[src/hdl/consistent_hash_ring_replica_lookup_unit_macros.svh]
// ============================================================================
// Consistent hash ring lookup unit assertion macros
// Shared clocked assertion forms used by the top level.
// ============================================================================
`ifndef CONSISTENT_HASH_RING_REPLICA_LOOKUP_UNIT_MACROS_SVH
`define CONSISTENT_HASH_RING_REPLICA_LOOKUP_UNIT_MACROS_SVH

// Same-cycle implication, disabled while reset is asserted.
`define CHRL_ASSERT_IMP(lbl, ante, cons, msg) \
    lbl: assert property (@(posedge clk) disable iff (!rst_n) (ante) |-> (cons)) \
        else $error(msg);

// Next-cycle implication, disabled while reset is asserted.
`define CHRL_ASSERT_NXT(lbl, ante, cons, msg) \
    lbl: assert property (@(posedge clk) disable iff (!rst_n) (ante) |=> (cons)) \
        else $error(msg);

`endif

[src/hdl/chrl_pkg.sv]
// ============================================================================
// Consistent hash ring lookup package
// Types, sizes and constants shared by the ring lookup modules.
// ============================================================================
package chrl_pkg;

    localparam int RING_SIZE    = 1024;
    localparam int NODE_COUNT   = 64;
    localparam int MAX_REPLICAS = 8;
    localparam int OUT_LIMIT    = 8;
    localparam int WANT_MAX     = (MAX_REPLICAS < OUT_LIMIT) ? MAX_REPLICAS : OUT_LIMIT;

    localparam int AW = $clog2(RING_SIZE);
    localparam int CW = $clog2(RING_SIZE + 1);
    localparam int NW = $clog2(NODE_COUNT);

    localparam logic [63:0] FNV_BASIS    = 64'hCBF29CE484222325;
    // The FNV prime is 2^40 + 0x1B3.
    localparam int          FNV_SHIFT    = 40;
    localparam logic [63:0] FNV_PRIME_LO = 64'h00000000000001B3;

    localparam logic [1:0] MODE_KEY    = 2'd0;
    localparam logic [1:0] MODE_INSERT = 2'd1;
    localparam logic [1:0] MODE_CLEAR  = 2'd2;

    localparam logic KIND_REPLICA = 1'b0;
    localparam logic KIND_ACK     = 1'b1;

    localparam int FIFO_DEPTH = 4;
    localparam int FIFO_AW    = $clog2(FIFO_DEPTH);

    typedef enum logic [1:0] {
        CMD_LOOKUP,
        CMD_INSERT,
        CMD_CLEAR
    } cmd_op_t;

    typedef struct packed {
        cmd_op_t     op;
        logic [63:0] value;
        logic [5:0]  node;
    } cmd_t;

    typedef struct packed {
        logic        kind;
        logic [5:0]  node;
        logic [2:0]  rank;
        logic        found;
        logic [63:0] stored;
        logic        full;
        logic        last;
    } res_t;

    typedef struct packed {
        logic full;
        logic empty;
    } fifo_status_t;

    typedef enum logic [3:0] {
        ST_IDLE,
        ST_SRCH_RD,
        ST_SRCH_CMP,
        ST_INS_RD,
        ST_INS_CHK,
        ST_SH_RD,
        ST_SH_WR,
        ST_INS_PUT,
        ST_ACK,
        ST_EMPTY,
        ST_LK_RD,
        ST_LK_CHK,
        ST_LK_FIN
    } back_state_t;

endpackage

[src/hdl/chrl_front.sv]
// ============================================================================
// Front classifier
// Folds key bytes into the FNV-1a hash and queues lookup, insert and clear
// commands for the ring engine.
// ============================================================================
module chrl_front (
    input  logic                   clk,
    input  logic                   rst_n,
    input  logic                   in_valid,
    output logic                   in_ready,
    input  logic [1:0]             mode,
    input  logic [7:0]             key_byte,
    input  logic                   key_last,
    input  logic [63:0]            token_value,
    input  logic [5:0]             node_index,
    input  chrl_pkg::fifo_status_t q_status,
    output logic                   q_push,
    output chrl_pkg::cmd_t         q_cmd
);
    import chrl_pkg::*;

    logic [63:0] hash_reg, hash_next;
    logic [63:0] mixed;
    logic [63:0] product;
    logic        accept;

    assign in_ready = !q_status.full;
    assign accept   = in_valid && in_ready;
    assign mixed    = hash_reg ^ {56'd0, key_byte};
    // Multiply by the prime as a shift plus a narrow constant product.
    assign product  = (mixed << FNV_SHIFT) + 64'(mixed * FNV_PRIME_LO);

    always_comb
    begin
        hash_next  = hash_reg;
        q_push     = 1'b0;
        q_cmd.op   = CMD_LOOKUP;
        q_cmd.value = product;
        q_cmd.node = node_index;
        if (accept)
        begin
            case (mode)
                MODE_KEY:
                begin
                    if (key_last)
                    begin
                        q_push    = 1'b1;
                        hash_next = FNV_BASIS;
                    end
                    else
                    begin
                        hash_next = product;
                    end
                end
                MODE_INSERT:
                begin
                    q_push      = 1'b1;
                    q_cmd.op    = CMD_INSERT;
                    q_cmd.value = token_value;
                end
                MODE_CLEAR:
                begin
                    q_push   = 1'b1;
                    q_cmd.op = CMD_CLEAR;
                end
                default:
                begin
                    q_push = 1'b0;
                end
            endcase
        end
    end

    always_ff @(posedge clk or negedge rst_n)
    begin
        if (!rst_n)
        begin
            hash_reg <= FNV_BASIS;
        end
        else
        begin
            hash_reg <= hash_next;
        end
    end

endmodule

[config.mk]
export PLATFORM = sky130hd
export DESIGN_NAME = chrl_front
export DESIGN_NICKNAME = d
export VERILOG_FILES = /design/src/hdl/consistent_hash_ring_replica_lookup_unit_macros.svh /design/src/hdl/chrl_pkg.sv /design/src/hdl/chrl_front.sv
export SDC_FILE = /design/constraint.sdc
export NUM_CORES = 1
export LEC_CHECK = 0
export ABC_CLOCK_PERIOD_IN_PS = 9300
export BUFFER_PORTS_ARGS = -buffer_cell sky130_fd_sc_hd__buf_2
export CAP_MARGIN = 20
export CORE_MARGIN = 2
export CORE_UTILIZATION = 39
export DETAILED_ROUTE_END_ITERATION = 16
export PLACE_DENSITY_LB_ADDON = 0.2
export SLEW_MARGIN = 20
export SYNTH_ARGS = -nofsm -noshare
export SYNTH_HDL_FRONTEND = slang
export SYNTH_SLANG_ARGS = --single-unit
[constraint.sdc]
create_clock -name clk -period 9.3 [get_ports clk]
set_clock_uncertainty 0.1 [all_clocks]
set_input_delay 1.86 -clock clk [delete_from_list [all_inputs] [get_ports clk]]
set_output_delay 1.86 -clock clk [all_outputs]
set_load 0.05 [all_outputs]
==> impl_metrics.tcl <==
set metrics [dict create \
    hold_class "flip-flop to flip-flop" \
    reg2reg_depth 19 \
    cts_tree "built" \
    cp_top_family "adder cells" \
    cts_hold_buf 0 \
    crit_top_cell "ha_1" \
    seq_area_frac_synth_pct 10.5 \
    finalSetupViolations 0 \
    whs_path_depth 2 \
    postRouteAntennaNets 0 \
    finalHoldViolations 0 \
    cts_sinks 64 \
    worstSetupEndpointType "output pin" \
    synth_cells 1841 \
    port_buffers 146 \
    final_nets 2497 \
    grt_pass1_wl_um 75000 \
    required_ns 7.34 \
    layout_common_cells "inv_1, fa_1, ha_1" \
    largest_reg_flops 64 \
    clk_latency_ns 0.38 \
    holdPathEnd "hash_reg[2]" \
    place_congestion 0.912 \
    drc_errors 0 \
    r2r-end "hash_reg[59]" \
    antenna_found_initial 1 \
    status "complete, no violations" \
    die_y_um 204 \
    final_util_pct 44.7 \
    synth-seq-cells 64 \
    n_fill_cell 3975 \
    routedWlPerCell_um 18.7 \
    wl_um 47300 \
    min_period_ns 9.16 \
    rsz0062_at_grt "false" \
    grt_pass1_vias 13300 \
    grt_overflow 0 \
    multi_input_area_um2 12200 \
    synthDistinctLibCells 73 \
    slew_headroom_pct 27.6 \
    seq_area_um2 1640 \
    die_x_um 204 \
    hold_slack_ns 0.376 \
    hold_start "hash_reg[2]" \
    vias 12800 \
    reg2reg_slack_ns 3.28 \
    layout-drive-gt1-share_pct 16.9 \
    cts_max_path_buffers 2 \
    timing.rr.start "hash_reg[42]" \
    tightest_slew_ns 1.08 \
    vias_per_cell 5.07 \
    worstSetupStartpointType "input port" \
    fmax_ghz 0.109 \
    drv_cap 0 \
    syn_nets 2338 \
    cp.buffers_inverters 7 \
    synth-main-ff-cell "dfrtp_1" \
    start_util_pct 39.4 \
    synth-async-reset-ratio_pct 100 \
    numCtsBuffers 9 \
    firstDrtPassIters 5 \
    grt_max_degree 65 \
    cp.depth 25 \
    syn_area_per_cell_um2 8.49 \
    finalCritPeriodShare_pct 98.4 \
    synth-edff-count 0 \
    drt_iter0_markers 710 \
    dieArea_um2 41700 \
    mostFrequentLayoutCell "inv_1" \
    root_buffer "clkbuf_16" \
    synth_area_um2 15600 \
    crit_fanout 5 \
    antennaDiodeCount 0 \
    slowest_delay_ns 0.51 \
    hpwl_um 40300 \
    track_usage_pct 23.7 \
    area_growth_pct 13.5 \
    htreeDepth 3 \
    core_area_um2 39600 \
    slew_violations 0 \
    crit_slowest_cell "fa_1" \
    cts.reportedPaths.clkPinSlew_ns 0.06 \
    io-pin-count 160 \
    yosys_warnings 0 \
    worstPathArrival_ns 7.20 \
    criticalPathCategory "input port to output pin" \
    rows 73 \
]
worst min-delay path, stage by stage (launching register included):
cell and delay [ns]:
dfstp_2 0.38, nand2_1 0.05, nand2_1 0.04
repair_timing:
item | CTS | global route
resized for setup | 2 | 44
endpoints found under the setup margin | 1 | 26
setup buffers | 0 | 2
pin swaps | 0 | 2
layer usage:
metal | global-route usage, % | routed length, µm
met1 | 32.1 | 21700
met2 | 39.5 | 22400
met3 | 4.21 | 2220
met4 | 5.25 | 988
met5 | 0 | 11
cells in the mapped netlist, types with 28 or more instances:
library cell	number	area share [%]
a21o_1	38	1.8
a21oi_1	83	2.7
clkbuf_1	33	0.79
dfrtp_1	36	5.8
dfstp_2	28	4.7
fa_1	210	27
ha_1	201	16
inv_1	444	11
nand2_1	181	4.3
nor2_1	65	1.6
o21ai_0	62	2.0
xnor2_1	72	4.0
xor2_1	56	3.1
logic make-up after synthesis:
| group | Yosys count | synth area share, % |
|---|---|---|
| xor+xnor | 128 | 7.17 |
| buf+inv | 518 | 13.2 |
| simple gates | 369 | 10.9 |
| flops | 64 | 10.5 |
| mux | 17 | 1.20 |
| compound gates | 334 | 14.1 |
| fa+ha+maj | 411 | 43.0 |
stage by stage:
stage,setup slack (ns),area (µm²),instances,setup TNS [ns]
2_1_floorplan,0.0561,15600,1841,0
3_3_place_gp,-0.0505,17200,2512,-0.0802
3_5_place_dp,0.0287,17200,2512,0
4_1_cts,0.00866,17500,2528,0
5_1_grt,0.00127,17700,2530,0
6_report,0.144,17700,2530,0
cell type report:
type | count | area share (%)
clock inverter | 5 | 0.190
tap | 525 | 3.70
inverter | 444 | 9.40
multi-input combinational | 1259 | 68.6
clock buffer | 11 | 1.37
sequential | 64 | 9.23
timing repair buffer | 222 | 7.55
how the worst max path moves through the flow:
| stage | start | endpoint | slack (ns) |
|---|---|---|---|
| floorplan | key_byte[1] | q_cmd[41] | 0.06 |
| global placement | key_byte[7] | q_cmd[58] | -0.05 |
| detailed placement | key_byte[4] | q_cmd[58] | 0.03 |
| CTS | key_byte[7] | q_cmd[66] | 0.009 |
| global route | key_byte[7] | q_cmd[66] | 0.001 |
| finish | key_byte[7] | q_cmd[66] | 0.14 |
Power is not shown: default switching activity piles up to over one toggle a cycle in this logic, so the estimate is an artifact.
