**config.mk**
```make
export PLATFORM = sky130hd
export DESIGN_NAME = chrl_cmd_fifo
export DESIGN_NICKNAME = d
export VERILOG_FILES = /design/src/hdl/consistent_hash_ring_replica_lookup_unit_macros.svh /design/src/hdl/chrl_pkg.sv /design/src/hdl/chrl_cmd_fifo.sv
export SDC_FILE = /design/constraint.sdc
export NUM_CORES = 1
export LEC_CHECK = 0
export BUFFER_PORTS_ARGS = -buffer_cell sky130_fd_sc_hd__buf_2
export CAP_MARGIN = 20
export CORE_MARGIN = 4
export CORE_UTILIZATION = 30
export CTS_CLUSTER_DIAMETER = 150
export CTS_CLUSTER_SIZE = 28
export DETAILED_ROUTE_END_ITERATION = 7
export PLACE_DENSITY_LB_ADDON = 0.15
export SETUP_SLACK_MARGIN = 0.05
export SLEW_MARGIN = 10
export SYNTH_ARGS = -nofsm -noshare
export SYNTH_HDL_FRONTEND = slang
export SYNTH_SLANG_ARGS = --single-unit
```
**constraint.sdc**
```tcl
create_clock -name clk -period 2.6 [get_ports clk]
set_input_delay 0.78 -clock clk [delete_from_list [all_inputs] [get_ports clk]]
set_output_delay 0.78 -clock clk [all_outputs]
set_load 0.02 [all_outputs]
```
**src/hdl/consistent_hash_ring_replica_lookup_unit_macros.svh**
```systemverilog
// ============================================================================
// Consistent hash ring lookup unit assertion macros
// Shared clocked assertion forms used by the top level.
// ============================================================================
`ifndef CONSISTENT_HASH_RING_REPLICA_LOOKUP_UNIT_MACROS_SVH
`define CONSISTENT_HASH_RING_REPLICA_LOOKUP_UNIT_MACROS_SVH

// Same-cycle implication, disabled while reset is asserted.
`define CHRL_ASSERT_IMP(lbl, ante, cons, msg) \
    lbl: assert property (@(posedge clk) disable iff (!rst_n) (ante) |-> (cons)) \
        else $error(msg);

// Next-cycle implication, disabled while reset is asserted.
`define CHRL_ASSERT_NXT(lbl, ante, cons, msg) \
    lbl: assert property (@(posedge clk) disable iff (!rst_n) (ante) |=> (cons)) \
        else $error(msg);

`endif

```
**src/hdl/chrl_pkg.sv**
```systemverilog
// ============================================================================
// Consistent hash ring lookup package
// Types, sizes and constants shared by the ring lookup modules.
// ============================================================================
package chrl_pkg;

    localparam int RING_SIZE    = 1024;
    localparam int NODE_COUNT   = 64;
    localparam int MAX_REPLICAS = 8;
    localparam int OUT_LIMIT    = 8;
    localparam int WANT_MAX     = (MAX_REPLICAS < OUT_LIMIT) ? MAX_REPLICAS : OUT_LIMIT;

    localparam int AW = $clog2(RING_SIZE);
    localparam int CW = $clog2(RING_SIZE + 1);
    localparam int NW = $clog2(NODE_COUNT);

    localparam logic [63:0] FNV_BASIS    = 64'hCBF29CE484222325;
    // The FNV prime is 2^40 + 0x1B3.
    localparam int          FNV_SHIFT    = 40;
    localparam logic [63:0] FNV_PRIME_LO = 64'h00000000000001B3;

    localparam logic [1:0] MODE_KEY    = 2'd0;
    localparam logic [1:0] MODE_INSERT = 2'd1;
    localparam logic [1:0] MODE_CLEAR  = 2'd2;

    localparam logic KIND_REPLICA = 1'b0;
    localparam logic KIND_ACK     = 1'b1;

    localparam int FIFO_DEPTH = 4;
    localparam int FIFO_AW    = $clog2(FIFO_DEPTH);

    typedef enum logic [1:0] {
        CMD_LOOKUP,
        CMD_INSERT,
        CMD_CLEAR
    } cmd_op_t;

    typedef struct packed {
        cmd_op_t     op;
        logic [63:0] value;
        logic [5:0]  node;
    } cmd_t;

    typedef struct packed {
        logic        kind;
        logic [5:0]  node;
        logic [2:0]  rank;
        logic        found;
        logic [63:0] stored;
        logic        full;
        logic        last;
    } res_t;

    typedef struct packed {
        logic full;
        logic empty;
    } fifo_status_t;

    typedef enum logic [3:0] {
        ST_IDLE,
        ST_SRCH_RD,
        ST_SRCH_CMP,
        ST_INS_RD,
        ST_INS_CHK,
        ST_SH_RD,
        ST_SH_WR,
        ST_INS_PUT,
        ST_ACK,
        ST_EMPTY,
        ST_LK_RD,
        ST_LK_CHK,
        ST_LK_FIN
    } back_state_t;

endpackage

```
**src/hdl/chrl_cmd_fifo.sv**
```systemverilog
// ============================================================================
// Command queue
// Small register FIFO between the front classifier and the ring engine.
// ============================================================================
module chrl_cmd_fifo (
    input  logic                  clk,
    input  logic                  rst_n,
    input  logic                  push,
    input  chrl_pkg::cmd_t        push_cmd,
    input  logic                  pop,
    output chrl_pkg::cmd_t        head,
    output chrl_pkg::fifo_status_t status
);
    import chrl_pkg::*;

    cmd_t               mem_reg [FIFO_DEPTH];
    logic [FIFO_AW-1:0] wr_ptr_reg, wr_ptr_next;
    logic [FIFO_AW-1:0] rd_ptr_reg, rd_ptr_next;
    logic [FIFO_AW:0]   cnt_reg, cnt_next;
    logic               do_push, do_pop;

    assign status.full  = (cnt_reg == (FIFO_AW+1)'(FIFO_DEPTH));
    assign status.empty = (cnt_reg == '0);
    assign do_push      = push && !status.full;
    assign do_pop       = pop && !status.empty;
    assign head         = mem_reg[rd_ptr_reg];

    always_comb
    begin
        wr_ptr_next = do_push ? wr_ptr_reg + 1'b1 : wr_ptr_reg;
        rd_ptr_next = do_pop ? rd_ptr_reg + 1'b1 : rd_ptr_reg;
        cnt_next    = cnt_reg;
        if (do_push && !do_pop)
        begin
            cnt_next = cnt_reg + 1'b1;
        end
        else if (do_pop && !do_push)
        begin
            cnt_next = cnt_reg - 1'b1;
        end
    end

    always_ff @(posedge clk or negedge rst_n)
    begin
        if (!rst_n)
        begin
            wr_ptr_reg <= '0;
            rd_ptr_reg <= '0;
            cnt_reg    <= '0;
        end
        else
        begin
            wr_ptr_reg <= wr_ptr_next;
            rd_ptr_reg <= rd_ptr_next;
            cnt_reg    <= cnt_next;
        end
    end

    always_ff @(posedge clk)
    begin
        if (do_push)
        begin
            mem_reg[wr_ptr_reg] <= push_cmd;
        end
    end

endmodule

```
==> key figures <==
Critical path
  • CP top delay family: buffers and inverters
  • Critical path fanouts, max: 7
  • Worst path required time: 1820 ps
  • Slowest-stage cell, CP: dfrtp_4
  • FF-to-FF Start: cnt_reg[0]
  • Worst-path cell chain: buf_4, buf_16, buf_12, mux4_2, buf_6
  • Crit path buf inv count: 4
  • Largest stage delay, worst path: 500 ps
  • Crit Path Category: flip-flop to primary output
  • Crit. Startpoint: rd_ptr_reg[0]
  • Setup crit start kind: flip-flop
  • Crit. End Element: primary output
  • CP arrival: 2050 ps

Floorplanning
  • DIE WIDTH: 198 um
  • DIE AREA: 39100 um^2
  • Vert. Die Dim: 198 um
  • Core Rows: 69
  • CORE AREA: 35600 um^2
  • Initial core utilization: 30.4%
  • I/O pin count: 150

Synth
  • Avg Cell Area, Syn: 26.2 um^2
  • Synthesized Nets: around 490
  • Mapped Cells: just over 400
  • Synthesized area: 10800 um^2
  • Synth Warn #: 0
  • #FFs+latches synth: 295
  • Register area share after synthesis: 81.6%
  • Yosys cell types: 19

Clock tree
  • Root Buffer: clkbuf_16
  • CTS tree: yes
  • Worst-path clk slew: about 100 ps
  • Worst skew pair latency: 500 ps
  • CTS Sinks: 295
  • CTS Hold Buffers Added: 0
  • H-tree Lvls: 1
  • Max Buffers Root-to-Sink: 3
  • TritonCTS buffer count: 14

STA
  • Final Skew: ~17 ps
  • Slew @ Worst Pin: 413 ps
  • Setup slack after layout: -225 ps
  • Final hold slack: 88.2 ps
  • Final number of hold-violating endpoints: 0
  • Setup tns final: -12170 ps
  • Minimum clock period after layout: 2830 ps
  • Max-slew violation count: 0
  • RSZ-0062 raised after global routing: yes
  • Worst relative slew slack: a little over 70%
  • Period utilisation layout: 109%
  • Fmax: 0.354 GHz
  • # setup viols final: 72

Finish
  • Fraction of layout cells with a size suffix above 1: a little under half
  • Layout Nets: 673
  • Max reg flops: approximately 290
  • Fill cells: 3229
  • Cell area after layout: 13400 um^2
  • # diodes: 0
  • Layout area overhead: 24.3%

Flow run
  • Max cap viols: 0

Detailed routing
  • Via count: 4825
  • Avg WL per Cell: 21.7 um
  • WL final: 22.9 mm
  • DRC violations left: 0
  • Drt pass-1 iters: 4
  • DR iter-0 viols: 249
  • Average vias per placed instance: between 4 and 5
  • Post-route ant nets: 0

Outcome
  • Failing checks: negative setup slack
  • Outcome: finished, violations left

Pwr
  • Power density cells: 1160 nW/um^2
  • Design Power: 15600 uW
  • Leak pwr: 0.00450 uW
  • Worst IR Drop VDD: 0.573 mV

Global routing
  • Vias in the first global route: approximately 5.4k
  • First-pass GRT wire length: 34.2 mm
  • Remaining Overflow, GRT: 0
  • Initial antenna violation count: 3
  • Largest net degree at the start of global routing: 41
  • Gr usage total: 11.6%

Placed design
  • Placed instance area: 12400 um^2
  • I/O Buffers: 149
  • Gp weighted congestion: around 0.66
  • DP Wirelength: 14.0 mm

Min path
  • Worst Hold Class: primary input to asynchronous set/reset pin
-- final timing paths --
kind / endpoint / slack [ps] / depth (start not counted)
min reg2reg: cnt_reg[2] / 490 / 1
max reg2reg: cnt_reg[2] / 440 / 8
max in group asynchronous: rd_ptr_reg[0] / 2330 / 1
min in group clk: mem_reg[3][11] / 480 / 1
max: head[61] / -230 / 5
min: cnt_reg[2] / 90 / 1
-- metrics by stage --
stage	utilization [%]	cells	setup slack, ps
global placement	34.9	1025	311
finish	37.8	1056	-225
floorplan	-	412	204
detailed placement	34.9	1025	302
global route	37.8	1056	-301
CTS	37.5	1055	-276
-- Yosys cell counts --
library cell | n | area [um^2]
ha_1 | 5 | 62.6
inv_1 | 4 | 15.0
or3_1 | 1 | 6.26
fa_1 | 1 | 20.0
nor3b_2 | 1 | 12.5
edfxtp_1 | 288 | 8650
mux2_2 | 2 | 22.5
buf_6 | 7 | 78.8
and2_1 | 4 | 25.0
nor2b_1 | 1 | 6.26
mux4_2 | 72 | 1620
xnor2_1 | 4 | 35.0
nor2_1 | 1 | 3.75
dfrtp_1 | 7 | 175
buf_4 | 1 | 7.51
buf_2 | 9 | 45.0
nand2_1 | 1 | 3.75
xor2_1 | 2 | 17.5
nand3_1 | 1 | 5.00
-- timing repair --
action,in CTS,in global routing
pin swaps,0,0
gates cloned,4,1
setup buffers,6,0
gates resized for setup,103,28
setup endpoints to repair,72,72
-- kinds of logic (layout without fill, tap and decap cells) --
kind of cell / Yosys count / count (layout) / synth area share, %
XOR/XNOR: 6 / 6 / 0.486
multiplexers: 74 / 74 / 15.2
AND/OR/NAND/NOR: 10 / 10 / 0.579
adder cells (fa/ha/maj): 6 / 6 / 0.764
flip-flops: 295 / 295 / 81.6
buffers and inverters: 21 / 204 / 1.35
-- cell usage in the layout (no fill, tap or decap), types with 2 or more instances in the layout --
master     netlist  layout
mux4_2          72      72
buf_4            1       3
dfrtp_4          0       2
dfrtp_1          7       5
buf_16           0       7
mux2_2           2       2
ha_1             5       5
and2_4           0       4
xor2_1           2       2
clkbuf_1         0       4
xnor2_1          4       4
buf_12           0      20
buf_2            9      90
clkbuf_16        0      16
edfxtp_1       288     288
buf_6            7      59
inv_1            4       4
-- final cells by class --
class | count | area [um^2] | share of cell area [%]
inverters | 4 | 15.0 | 0.112
clock inverters | 1 | 16.3 | 0.121
well taps | 461 | 577 | 4.29
clock buffers | 19 | 390 | 2.91
multi-input cells | 96 | 1850 | 13.8
repair buffers | 180 | 1760 | 13.1
flip-flops and latches | 295 | 8830 | 65.7
-- report_power, final --
| part | switching (uW) | internal [uW] | total, uW |
|---|---|---|---|
| Sequential | 223 | 6270 | 6500 |
| Combinational | 3350 | 3320 | 6670 |
| Clock | 1390 | 1070 | 2470 |
-- layer usage --
metal | up-vias | share of wire (%) | track usage [%]
li1 | 2107 | - | -
met1 | 2585 | 41 | 14.5
met2 | 106 | 51 | 20.1
met3 | 23 | 7.0 | 3.44
met4 | 4 | 1.3 | 2.19
met5 | - | 0.083 | 0
Power figures use the tool's default switching activity.
